### config.mk
export PLATFORM = sky130hd
export DESIGN_NAME = cpu_schedule_simulator
export DESIGN_NICKNAME = d
export VERILOG_FILES = /design/src/rtl/core/csched_pkg.sv /design/src/rtl/core/csched_ctrl.sv /design/src/rtl/core/csched_dp.sv /design/src/rtl/core/cpu_schedule_simulator.sv
export SDC_FILE = /design/constraint.sdc
export NUM_CORES = 2
export LEC_CHECK = 0
export ABC_AREA = 1
export ABC_CLOCK_PERIOD_IN_PS = 6750
export BUFFER_PORTS_ARGS = -buffer_cell sky130_fd_sc_hd__buf_2
export CAP_MARGIN = 20
export CORE_MARGIN = 5
export CORE_UTILIZATION = 50
export DETAILED_ROUTE_END_ITERATION = 7
export MAX_ROUTING_LAYER = met4
export PLACE_DENSITY = 0.66
export RECOVER_POWER = 50
export SLEW_MARGIN = 20
export SYNTH_ARGS = -nofsm -noshare
export SYNTH_HDL_FRONTEND = slang
export SYNTH_HIERARCHICAL = 1
export SYNTH_SLANG_ARGS = --single-unit
### constraint.sdc
create_clock -name i_clk -period 6.75 [get_ports i_clk]
set_input_delay 1.0125 -clock i_clk [delete_from_list [all_inputs] [get_ports i_clk]]
set_output_delay 1.0125 -clock i_clk [all_outputs]
set_load 0.02 [all_outputs]
### src/rtl/core/csched_pkg.sv
package csched_pkg;

    // field widths
    localparam int TAG_W = 8;
    localparam int ARR_W = 16;
    localparam int BUR_W = 16;
    localparam int PRI_W = 8;
    localparam int OUT_W = 21;

    // output times saturate at the top of the 21-bit range
    localparam logic [OUT_W-1:0] TIME_SAT = {OUT_W{1'b1}};

    // round robin quantum after reset
    localparam logic [BUR_W-1:0] SLICE_RESET = 16'd25;

    // configuration register indexes
    localparam logic REG_POLICY = 1'b0;
    localparam logic REG_SLICE  = 1'b1;

    typedef enum logic [1:0] {
        POL_FCFS = 2'd0,
        POL_PRIO = 2'd1,
        POL_SRTN = 2'd2,
        POL_RR   = 2'd3
    } t_policy;

    // one stored job descriptor
    typedef struct packed {
        logic [TAG_W-1:0] tag;
        logic [ARR_W-1:0] arr;
        logic [BUR_W-1:0] burst;
        logic [BUR_W-1:0] rem;
        logic [PRI_W-1:0] prio;
    } t_job;

    // controller to datapath
    typedef struct packed {
        logic wr_load;
        logic rd;
        logic first;
        logic decide;
        logic update;
        logic tat;
        logic emit;
        logic last;
        logic clear;
    } t_cmd;

    // datapath to controller
    typedef struct packed {
        logic rescan;
        logic zero;
    } t_sts;

endpackage

### src/rtl/core/csched_ctrl.sv
module csched_ctrl import csched_pkg::*; #(
    parameter int MAX_JOBS = 16
) (
    input  logic                  i_clk,
    input  logic                  i_rst_n,
    input  logic                  i_start,
    input  logic                  i_last_job,
    input  t_sts                  i_sts,
    output t_cmd                  o_cmd,
    output logic [$clog2(MAX_JOBS)-1:0] o_addr,
    output logic                  o_busy
);

    localparam int AW = $clog2(MAX_JOBS);
    localparam int CW = $clog2(MAX_JOBS + 1);

    typedef enum logic [6:0] {
        S_IDLE   = 7'b0000001,
        S_SCAN   = 7'b0000010,
        S_SWAIT  = 7'b0000100,
        S_DECIDE = 7'b0001000,
        S_UPDATE = 7'b0010000,
        S_TAT    = 7'b0100000,
        S_EMIT   = 7'b1000000
    } t_state;

    t_state          r_state, n_state;
    logic [CW-1:0]   r_cnt, n_cnt;
    logic [CW-1:0]   r_done, n_done;
    logic [AW-1:0]   r_sc, n_sc;
    logic            accept;
    logic            scan_end;
    logic            last_res;

    assign accept   = i_start && (r_state == S_IDLE);
    assign scan_end = (CW'(r_sc) + CW'(1)) == r_cnt;
    assign last_res = (r_done + CW'(1)) == r_cnt;
    assign o_busy   = (r_state != S_IDLE);

    // next state and commands
    always_comb begin
        n_state = r_state;
        n_cnt   = r_cnt;
        n_done  = r_done;
        n_sc    = r_sc;
        o_cmd   = '0;
        o_addr  = r_sc;
        unique case (r_state)
            S_IDLE: begin
                o_addr = r_cnt[AW-1:0];
                if (accept) begin
                    if (r_cnt < CW'(MAX_JOBS)) begin
                        o_cmd.wr_load = 1'b1;
                        n_cnt         = r_cnt + CW'(1);
                    end
                    if (i_last_job) begin
                        n_sc    = '0;
                        n_state = S_SCAN;
                    end
                end
            end
            S_SCAN: begin
                o_cmd.rd    = 1'b1;
                o_cmd.first = (r_sc == '0);
                if (scan_end) begin
                    n_state = S_SWAIT;
                end else begin
                    n_sc = r_sc + AW'(1);
                end
            end
            S_SWAIT: begin
                n_state = S_DECIDE;
            end
            S_DECIDE: begin
                o_cmd.decide = 1'b1;
                n_sc         = '0;
                n_state      = i_sts.rescan ? S_SCAN : S_UPDATE;
            end
            S_UPDATE: begin
                o_cmd.update = 1'b1;
                n_sc         = '0;
                n_state      = i_sts.zero ? S_TAT : S_SCAN;
            end
            S_TAT: begin
                o_cmd.tat = 1'b1;
                n_state   = S_EMIT;
            end
            S_EMIT: begin
                o_cmd.emit = 1'b1;
                o_cmd.last = last_res;
                n_sc       = '0;
                if (last_res) begin
                    o_cmd.clear = 1'b1;
                    n_cnt       = '0;
                    n_done      = '0;
                    n_state     = S_IDLE;
                end else begin
                    n_done  = r_done + CW'(1);
                    n_state = S_SCAN;
                end
            end
            default: n_state = S_IDLE;
        endcase
    end

    always_ff @(posedge i_clk) begin
        if (!i_rst_n) begin
            r_state <= S_IDLE;
            r_cnt   <= '0;
            r_done  <= '0;
            r_sc    <= '0;
        end else begin
            r_state <= n_state;
            r_cnt   <= n_cnt;
            r_done  <= n_done;
            r_sc    <= n_sc;
        end
    end

    // a simulation always ends by going back to idle
    a_last_idle: assert property (@(posedge i_clk) disable iff (!i_rst_n)
        (r_state == S_EMIT && last_res) |=> (r_state == S_IDLE))
        else $error("final result did not return to idle");

    // completed jobs stay below the stored count while simulating
    a_done_cnt: assert property (@(posedge i_clk) disable iff (!i_rst_n)
        (r_state != S_IDLE) |-> (r_done < r_cnt))
        else $error("done count reached job count while busy");

    // a simulation never starts on an empty set
    a_nonempty: assert property (@(posedge i_clk) disable iff (!i_rst_n)
        (accept && i_last_job) |=> (r_cnt != '0))
        else $error("simulation started with no jobs");

endmodule

### src/rtl/core/csched_dp.sv
module csched_dp import csched_pkg::*; #(
    parameter int MAX_JOBS = 16
) (
    input  logic                        i_clk,
    input  logic                        i_rst_n,
    input  t_cmd                        i_cmd,
    input  logic [$clog2(MAX_JOBS)-1:0] i_addr,
    input  logic                        i_cfg_we,
    input  logic                        i_cfg_idx,
    input  logic [BUR_W-1:0]            i_cfg_data,
    input  logic [TAG_W-1:0]            i_job_id,
    input  logic [ARR_W-1:0]            i_arrival_time,
    input  logic [BUR_W-1:0]            i_burst_time,
    input  logic [PRI_W-1:0]            i_job_priority,
    output t_sts                        o_sts,
    output logic                        o_valid,
    output logic [TAG_W-1:0]            o_done_job_id,
    output logic [OUT_W-1:0]            o_completion_time,
    output logic [OUT_W-1:0]            o_turnaround_time,
    output logic [OUT_W-1:0]            o_waiting_time,
    output logic                        o_last_result
);

    localparam int AW = $clog2(MAX_JOBS);
    localparam int TW = ARR_W + $clog2(MAX_JOBS + 1);
    localparam int XW = (TW > OUT_W) ? TW : OUT_W;

    function automatic logic [OUT_W-1:0] sat(input logic [TW-1:0] v);
        logic [XW-1:0] x;
        x = XW'(v);
        return (x > XW'(TIME_SAT)) ? TIME_SAT : x[OUT_W-1:0];
    endfunction

    // configuration
    t_policy          r_policy;
    logic [BUR_W-1:0] r_slice;

    always_ff @(posedge i_clk) begin
        if (!i_rst_n) begin
            r_policy <= POL_FCFS;
            r_slice  <= SLICE_RESET;
        end else if (i_cfg_we) begin
            unique case (i_cfg_idx)
                REG_POLICY: r_policy <= t_policy'(i_cfg_data[1:0]);
                REG_SLICE:  r_slice  <= i_cfg_data;
                default:    r_slice  <= r_slice;
            endcase
        end
    end

    // job store
    logic [$bits(t_job)-1:0] mem [MAX_JOBS];
    t_job             r_rd;
    logic             r_sv, r_sfirst;
    logic [AW-1:0]    r_sidx;
    logic [MAX_JOBS-1:0] r_fin;
    logic [TW-1:0]    r_time;

    // candidates of the current scan
    t_job             r_a, r_b, r_c;
    logic [AW-1:0]    r_a_idx, r_b_idx, r_c_idx;
    logic             r_a_v, r_b_v, r_c_v, r_n_v;
    logic [ARR_W-1:0] r_nxt;

    // round robin sweep position: last job run
    logic             r_sp_any;
    logic [ARR_W-1:0] r_last_arr;
    logic [AW-1:0]    r_last_idx;

    // job chosen for the current slice
    t_job             r_cur;
    logic [AW-1:0]    r_cur_idx;
    logic [BUR_W-1:0] r_run;
    logic [TW-1:0]    r_tat;

    t_job             wr_data;
    logic [AW-1:0]    wr_addr;
    logic [BUR_W-1:0] rem_new;

    assign rem_new = r_cur.rem - r_run;

    always_comb begin
        if (i_cmd.wr_load) begin
            wr_data.tag   = i_job_id;
            wr_data.arr   = i_arrival_time;
            wr_data.burst = i_burst_time;
            wr_data.rem   = i_burst_time;
            wr_data.prio  = i_job_priority;
            wr_addr       = i_addr;
        end else begin
            wr_data     = r_cur;
            wr_data.rem = rem_new;
            wr_addr     = r_cur_idx;
        end
    end

    always_ff @(posedge i_clk) begin
        if (i_cmd.wr_load || i_cmd.update) begin
            mem[wr_addr] <= wr_data;
        end
        if (i_cmd.rd) begin
            r_rd <= t_job'(mem[i_addr]);
        end
        r_sidx   <= i_addr;
        r_sfirst <= i_cmd.first;
    end

    // scan cell: compare one stored job against the running candidates
    t_job  d;
    logic  uf, arrived, later_last, a_better;
    logic  av, bv, cv, nv;
    logic  a_take, b_take, c_take, n_take;

    always_comb begin
        d          = r_rd;
        uf         = !r_fin[r_sidx];
        arrived    = TW'(d.arr) <= r_time;
        av         = r_a_v && !r_sfirst;
        bv         = r_b_v && !r_sfirst;
        cv         = r_c_v && !r_sfirst;
        nv         = r_n_v && !r_sfirst;
        later_last = (r_last_arr < d.arr) ||
                     (r_last_arr == d.arr && r_last_idx < r_sidx);
        case (r_policy)
            POL_PRIO: a_better = (d.prio > r_a.prio) ||
                                 (d.prio == r_a.prio && d.arr < r_a.arr);
            POL_SRTN: a_better = (d.rem < r_a.rem) ||
                                 (d.rem == r_a.rem && d.arr < r_a.arr);
            default:  a_better = d.arr < r_a.arr;
        endcase
        a_take = uf && arrived && (r_policy != POL_RR || r_sp_any || later_last) &&
                 (!av || a_better);
        b_take = uf && arrived && (!bv || d.arr < r_b.arr);
        c_take = uf && (!cv || d.arr < r_c.arr);
        n_take = uf && !arrived && (!nv || d.arr < r_nxt);
    end

    // decision after a full scan
    t_job             sel;
    logic [AW-1:0]    sel_idx;
    logic [BUR_W-1:0] run;
    logic [BUR_W-1:0] q;
    logic [TW-1:0]    time_n;
    logic [TW-1:0]    gap;

    assign q   = (r_slice == '0) ? BUR_W'(1) : r_slice;
    assign gap = TW'(r_nxt) - r_time;

    always_comb begin
        sel     = r_c;
        sel_idx = r_c_idx;
        run     = r_c.rem;
        time_n  = r_time;
        case (r_policy) inside
            POL_FCFS: begin
                if (TW'(r_c.arr) > r_time) begin
                    time_n = TW'(r_c.arr);
                end
            end
            POL_PRIO, POL_SRTN: begin
                if (r_a_v) begin
                    sel     = r_a;
                    sel_idx = r_a_idx;
                    run     = r_a.rem;
                    if (r_policy == POL_SRTN && r_n_v && gap < TW'(r_a.rem)) begin
                        run = gap[BUR_W-1:0];
                    end
                end else begin
                    time_n = TW'(r_c.arr);
                end
            end
            default: begin
                if (r_a_v) begin
                    sel     = r_a;
                    sel_idx = r_a_idx;
                end else if (r_b_v) begin
                    sel     = r_b;
                    sel_idx = r_b_idx;
                end else begin
                    time_n = TW'(r_c.arr);
                end
                run = (sel.rem < q) ? sel.rem : q;
            end
        endcase
    end

    assign o_sts.rescan = (r_policy == POL_PRIO || r_policy == POL_SRTN) && !r_a_v;
    assign o_sts.zero   = (rem_new == '0);

    // control state of the datapath
    always_ff @(posedge i_clk) begin
        if (!i_rst_n) begin
            r_sv     <= 1'b0;
            r_fin    <= '0;
            r_time   <= '0;
            r_sp_any <= 1'b1;
            r_a_v    <= 1'b0;
            r_b_v    <= 1'b0;
            r_c_v    <= 1'b0;
            r_n_v    <= 1'b0;
            o_valid  <= 1'b0;
        end else begin
            r_sv    <= i_cmd.rd;
            o_valid <= i_cmd.emit;
            if (r_sv) begin
                r_a_v <= a_take || av;
                r_b_v <= b_take || bv;
                r_c_v <= c_take || cv;
                r_n_v <= n_take || nv;
            end
            if (i_cmd.decide) begin
                r_time <= time_n;
                if (r_policy == POL_RR) begin
                    r_sp_any <= 1'b0;
                end
            end
            if (i_cmd.update) begin
                r_time <= r_time + TW'(r_run);
                if (rem_new == '0) begin
                    r_fin[r_cur_idx] <= 1'b1;
                end
            end
            if (i_cmd.clear) begin
                r_fin    <= '0;
                r_time   <= '0;
                r_sp_any <= 1'b1;
            end
        end
    end

    // candidate payload, chosen job and result registers
    always_ff @(posedge i_clk) begin
        if (r_sv) begin
            if (a_take) begin
                r_a     <= d;
                r_a_idx <= r_sidx;
            end
            if (b_take) begin
                r_b     <= d;
                r_b_idx <= r_sidx;
            end
            if (c_take) begin
                r_c     <= d;
                r_c_idx <= r_sidx;
            end
            if (n_take) begin
                r_nxt <= d.arr;
            end
        end
        if (i_cmd.decide) begin
            r_cur     <= sel;
            r_cur_idx <= sel_idx;
            r_run     <= run;
            if (r_policy == POL_RR) begin
                r_last_arr <= sel.arr;
                r_last_idx <= sel_idx;
            end
        end
        if (i_cmd.tat) begin
            r_tat <= r_time - TW'(r_cur.arr);
        end
        if (i_cmd.emit) begin
            o_done_job_id     <= r_cur.tag;
            o_completion_time <= sat(r_time);
            o_turnaround_time <= sat(r_tat);
            o_waiting_time    <= sat(r_tat - TW'(r_cur.burst));
            o_last_result     <= i_cmd.last;
        end
    end

endmodule

### src/rtl/core/cpu_schedule_simulator.sv
// CPU schedule simulator. Jobs are loaded one per start transaction (one
// cycle each) while busy is low; the job marked last launches a simulation of
// the stored set under the configured policy, and busy stays high until the
// final result. Each scheduling decision scans every stored job through the
// single read port of the job store, so each time slice runs a scan, a read
// wait, a decide and an update step, plus a turnaround and a result step when
// the slice completes a job; policies 1 and 2 add a further scan each time the
// CPU idles forward. Under policies 0 and 1 each job runs to completion in its
// first slice; shortest remaining time adds a slice at each preemption and
// round robin one per quantum. Results come one per strobe on o_valid and
// cannot be held off: the receiver must take each in the cycle it appears.
module cpu_schedule_simulator import csched_pkg::*; #(
    parameter int MAX_JOBS = 16
) (
    input  logic             i_clk,
    input  logic             i_rst_n,
    input  logic             i_start,
    output logic             o_busy,
    input  logic [TAG_W-1:0] i_job_id,
    input  logic [ARR_W-1:0] i_arrival_time,
    input  logic [BUR_W-1:0] i_burst_time,
    input  logic [PRI_W-1:0] i_job_priority,
    input  logic             i_last_job,
    input  logic             i_cfg_we,
    input  logic             i_cfg_idx,
    input  logic [BUR_W-1:0] i_cfg_data,
    output logic             o_valid,
    output logic [TAG_W-1:0] o_done_job_id,
    output logic [OUT_W-1:0] o_completion_time,
    output logic [OUT_W-1:0] o_turnaround_time,
    output logic [OUT_W-1:0] o_waiting_time,
    output logic             o_last_result
);

    localparam int AW = $clog2(MAX_JOBS);

    t_cmd          cmd;
    t_sts          sts;
    logic [AW-1:0] addr;

    csched_ctrl #(.MAX_JOBS(MAX_JOBS)) u_ctrl (
        .i_clk      (i_clk),
        .i_rst_n    (i_rst_n),
        .i_start    (i_start),
        .i_last_job (i_last_job),
        .i_sts      (sts),
        .o_cmd      (cmd),
        .o_addr     (addr),
        .o_busy     (o_busy)
    );

    csched_dp #(.MAX_JOBS(MAX_JOBS)) u_dp (
        .i_clk             (i_clk),
        .i_rst_n           (i_rst_n),
        .i_cmd             (cmd),
        .i_addr            (addr),
        .i_cfg_we          (i_cfg_we),
        .i_cfg_idx         (i_cfg_idx),
        .i_cfg_data        (i_cfg_data),
        .i_job_id          (i_job_id),
        .i_arrival_time    (i_arrival_time),
        .i_burst_time      (i_burst_time),
        .i_job_priority    (i_job_priority),
        .o_sts             (sts),
        .o_valid           (o_valid),
        .o_done_job_id     (o_done_job_id),
        .o_completion_time (o_completion_time),
        .o_turnaround_time (o_turnaround_time),
        .o_waiting_time    (o_waiting_time),
        .o_last_result     (o_last_result)
    );

endmodule
==> impl_metrics.env <==
export IMPL_cts_setup_buffers=0
export IMPL_syn_area_per_cell_sq_um=11.62
export IMPL_path_class="reg -> reg"
export IMPL_setup_violations=0
export IMPL_tightest_slew_ns=4.014
export IMPL_track_usage_pct=27.69
export IMPL_synth_top_area_cell="edfxtp_1"
export IMPL_firstDrtPassIters=8
export IMPL_cts_root_buf="clkbuf_16"
export IMPL_ys_top_cells_by_area="edfxtp_1 64%, o21ai_0 5.1%, ha_1 4.5%"
export IMPL_finClkSkew_ns=0.02673
export IMPL_p_per_area_nw_per_um2=343.1
export IMPL_relSlewSlack_pct=-167.6
export IMPL_crit_arrival_ns=5.96
export IMPL_start_util_pct=50.43
export IMPL_maxCapViolCount=16
export IMPL_fin_nets=6453
export IMPL_gp_congestion=0.9941
export IMPL_drc_errors=1
export IMPL_cts_tree="done"
export IMPL_yosysUniqueCellTypes=58
export IMPL_io_pins=144
export IMPL_fin_crit_sh_pct=83.98
export IMPL_synth_fa_ha_area_share_pct=4.618
export IMPL_cts_hold_buf=0
export IMPL_dp_hpwl_mm=126.5
export IMPL_worstPathMaxFanout=48
export IMPL_synth_top_cell_area_share_pct=64.15
export IMPL_routedWlPerCell_um=24.96
export IMPL_layout_drive_gt1_share_pct=7.292
export IMPL_ctsLongestPathBuffers=3
export IMPL_synthArstFlopShare_pct=0
export IMPL_clk_latency_ns=0.79
export IMPL_p_leak_nw=27.89
export IMPL_vias=48840
export IMPL_drt_iter0_markers=5394
export IMPL_endpoint_kind="flip-flop"
export IMPL_synth_top_family_by_area="compound AO/OA/AOI/OAI gates"
export IMPL_synth_most_common_cell="edfxtp_1"
export IMPL_synth_edf_count=1505
export IMPL_slew_viol_final=732
export IMPL_synth_compound_area_share_pct=12.00
export IMPL_utilization_pct=55.97
export IMPL_die_x_um=385.4
export IMPL_syn_num_nets=6388
export IMPL_peakVddDrop_mv=0.3575
export IMPL_clkSinkCount=1593
export IMPL_core_area_sq_um=139700
export IMPL_syn_to_final_growth_pct=10.99
export IMPL_synth_common_cells="1505 x edfxtp_1, 793 x nand2_1, 715 x o21ai_0, 684 x nor2_1, 417 x inv_1"
export IMPL_yosysWarnings=6
export IMPL_synth_xor_area_share_pct=0.7797
export IMPL_syn_instance_count=6061
export IMPL_routed_wl_mm=203.0
export IMPL_grt_max_degree=198
export IMPL_antenna_found_initial=9
export IMPL_synthSimpleGateAreaFrac_pct=11.66
export IMPL_ff2ff_path_depth=7
export IMPL_required_ns=7.04
export IMPL_setup_tns_ns=0
export IMPL_htreeDepth=4
export IMPL_port_buffers=143
export IMPL_fin_hold_ws_ns=0.4693
export IMPL_violations="DRC, capacitance limit, slew limit"
export IMPL_cts_made_buffers=163
export IMPL_synth_seq_cells=1593
export IMPL_ctsResizeCount=0
export IMPL_die_area_sq_um=148500
export IMPL_start_kind="flip-flop"
export IMPL_ys_flop_type="edfxtp_1"
export IMPL_die_h_um=385.4
export IMPL_hp_class="reg -> reg"
export IMPL_ant_nets=0
export IMPL_fmax_mhz=176.4
export IMPL_synth_area_mux_share_pct=0
export IMPL_viasPerCell=6.006
export IMPL_status="finished with violations"
export IMPL_grt_pass1_vias=46150
export IMPL_yosysSeqAreaShare_pct=66.65
export IMPL_grt_pass1_wl_mm=298.4
export IMPL_cts_clk_slew_worst_paths_ns=0.06
export IMPL_hold_depth=0
export IMPL_period_needed_ns=5.669
export IMPL_synth_cell_area_sq_um=70450
export IMPL_rsz0062_at_grt="no"
export IMPL_hold_violations=0
export IMPL_grt_overflow=0
export IMPL_rows=137
-- routing by layer --
layer  vias up  global-route usage (%)  part of all wire, %
li1      22170                       -                    -
met1     24100                   38.11                   42
met2      2231                   42.56                   46
met3       333                   4.455                  8.2
met4         0                   9.110                  3.6
met5         -                       -                    0
-- power by group --
group / total, mW / internal (mW) / switching (mW)
clock: 8.88 / 5.13 / 3.75
sequential: 12.1 / 11.9 / 0.222
combinational: 5.86 / 1.45 / 4.42
total: 26.8 / 18.4 / 8.39
-- final cells by class --
type	count	area, sq um
diodes	3	7.507
inverters	431	1640
clock buffers	212	4502
well taps	1876	2347
multi-input cells	3688	20610
flip-flops and latches	1593	46960
clock inverters	80	764.5
fillers	11450	61510
repair buffers	249	1361
-- sequential cells by signal (all words and copies together) (netlist names), 5 cells and up --
signal and cells:
u_dp/r_c 64, u_dp/r_slice 16, u_ctrl/r_cnt 5, u_dp/r_last_arr 16
u_dp/o_completion_time 21, u_dp/r_tat 21, u_dp/d 64, u_dp/r_nxt 16
u_dp/o_waiting_time 21, u_dp/r_a 64, u_dp/r_run 16, u_dp/r_cur 64
u_ctrl/r_state 7, u_ctrl/r_done 5, u_dp/r_time 21, u_dp/r_b 64
u_dp/mem 1024, u_dp/o_turnaround_time 21, u_dp/r_fin 16, u_dp/o_done_job_id 8
-- final timing paths --
check	from	endpoint	slack, ns
worst max register to register	u_ctrl/r_state[5]$_SDFFE_PN0P_	u_dp/d[45]$_DFFE_PP_	1.08
worst max-delay path	u_ctrl/r_state[5]$_SDFFE_PN0P_	u_dp/d[45]$_DFFE_PP_	1.08
worst min register to register	u_dp/d[31]$_DFFE_PP_	u_dp/r_c[31]$_DFFE_PP_	0.47
worst min-delay path	u_dp/d[31]$_DFFE_PP_	u_dp/r_c[31]$_DFFE_PP_	0.47
-- worst max-delay path, stage by stage, from the launching register on --
cell      delay, ns
dfxtp_1        0.31
inv_1          0.12
nand2_4        0.06
nor2_1         0.15
inv_1          0.11
nor4_4         0.13
clkbuf_1       1.29
clkbuf_1       2.84
-- metrics by stage --
stage / cells / power, mW / worst slack [ns] / cell area, sq um
2_1_floorplan: 6061 / 15.91 / 1.278 / 70450
3_3_place_gp: 7837 / 17.95 / 2.209 / 73250
3_5_place_dp: 7837 / 18.07 / 2.125 / 73260
4_1_cts: 8129 / 26.89 / 2.110 / 78520
5_1_grt: 8132 / 27.93 / 0.8731 / 78190
6_report: 8132 / 26.83 / 1.081 / 78190
-- cells in the final DEF, fill, tap and decap left out, types with 145 or more instances in the layout --
| cell type | netlist | routed |
|---|---|---|
| a21oi_1 | 249 | 249 |
| clkbuf_1 | 293 | 145 |
| clkbuf_16 | 0 | 170 |
| edfxtp_1 | 1505 | 1505 |
| ha_1 | 252 | 252 |
| inv_1 | 417 | 415 |
| nand2_1 | 793 | 801 |
| nand3_1 | 329 | 329 |
| nor2_1 | 684 | 668 |
| o21ai_0 | 715 | 705 |
| o221ai_1 | 231 | 231 |
-- logic make-up (layout without fill, tap and decap cells) --
family / Yosys count / in the layout
xor gates and xnor gates: 61 / 61
and+or+nand+nor: 1958 / 1958
buffers and inverters: 780 / 972
other: 0 / 3
adders and majority gates: 257 / 257
DFF: 1593 / 1593
AOI/OAI and AO/OA: 1412 / 1412
Power figures use the tool's default switching activity.
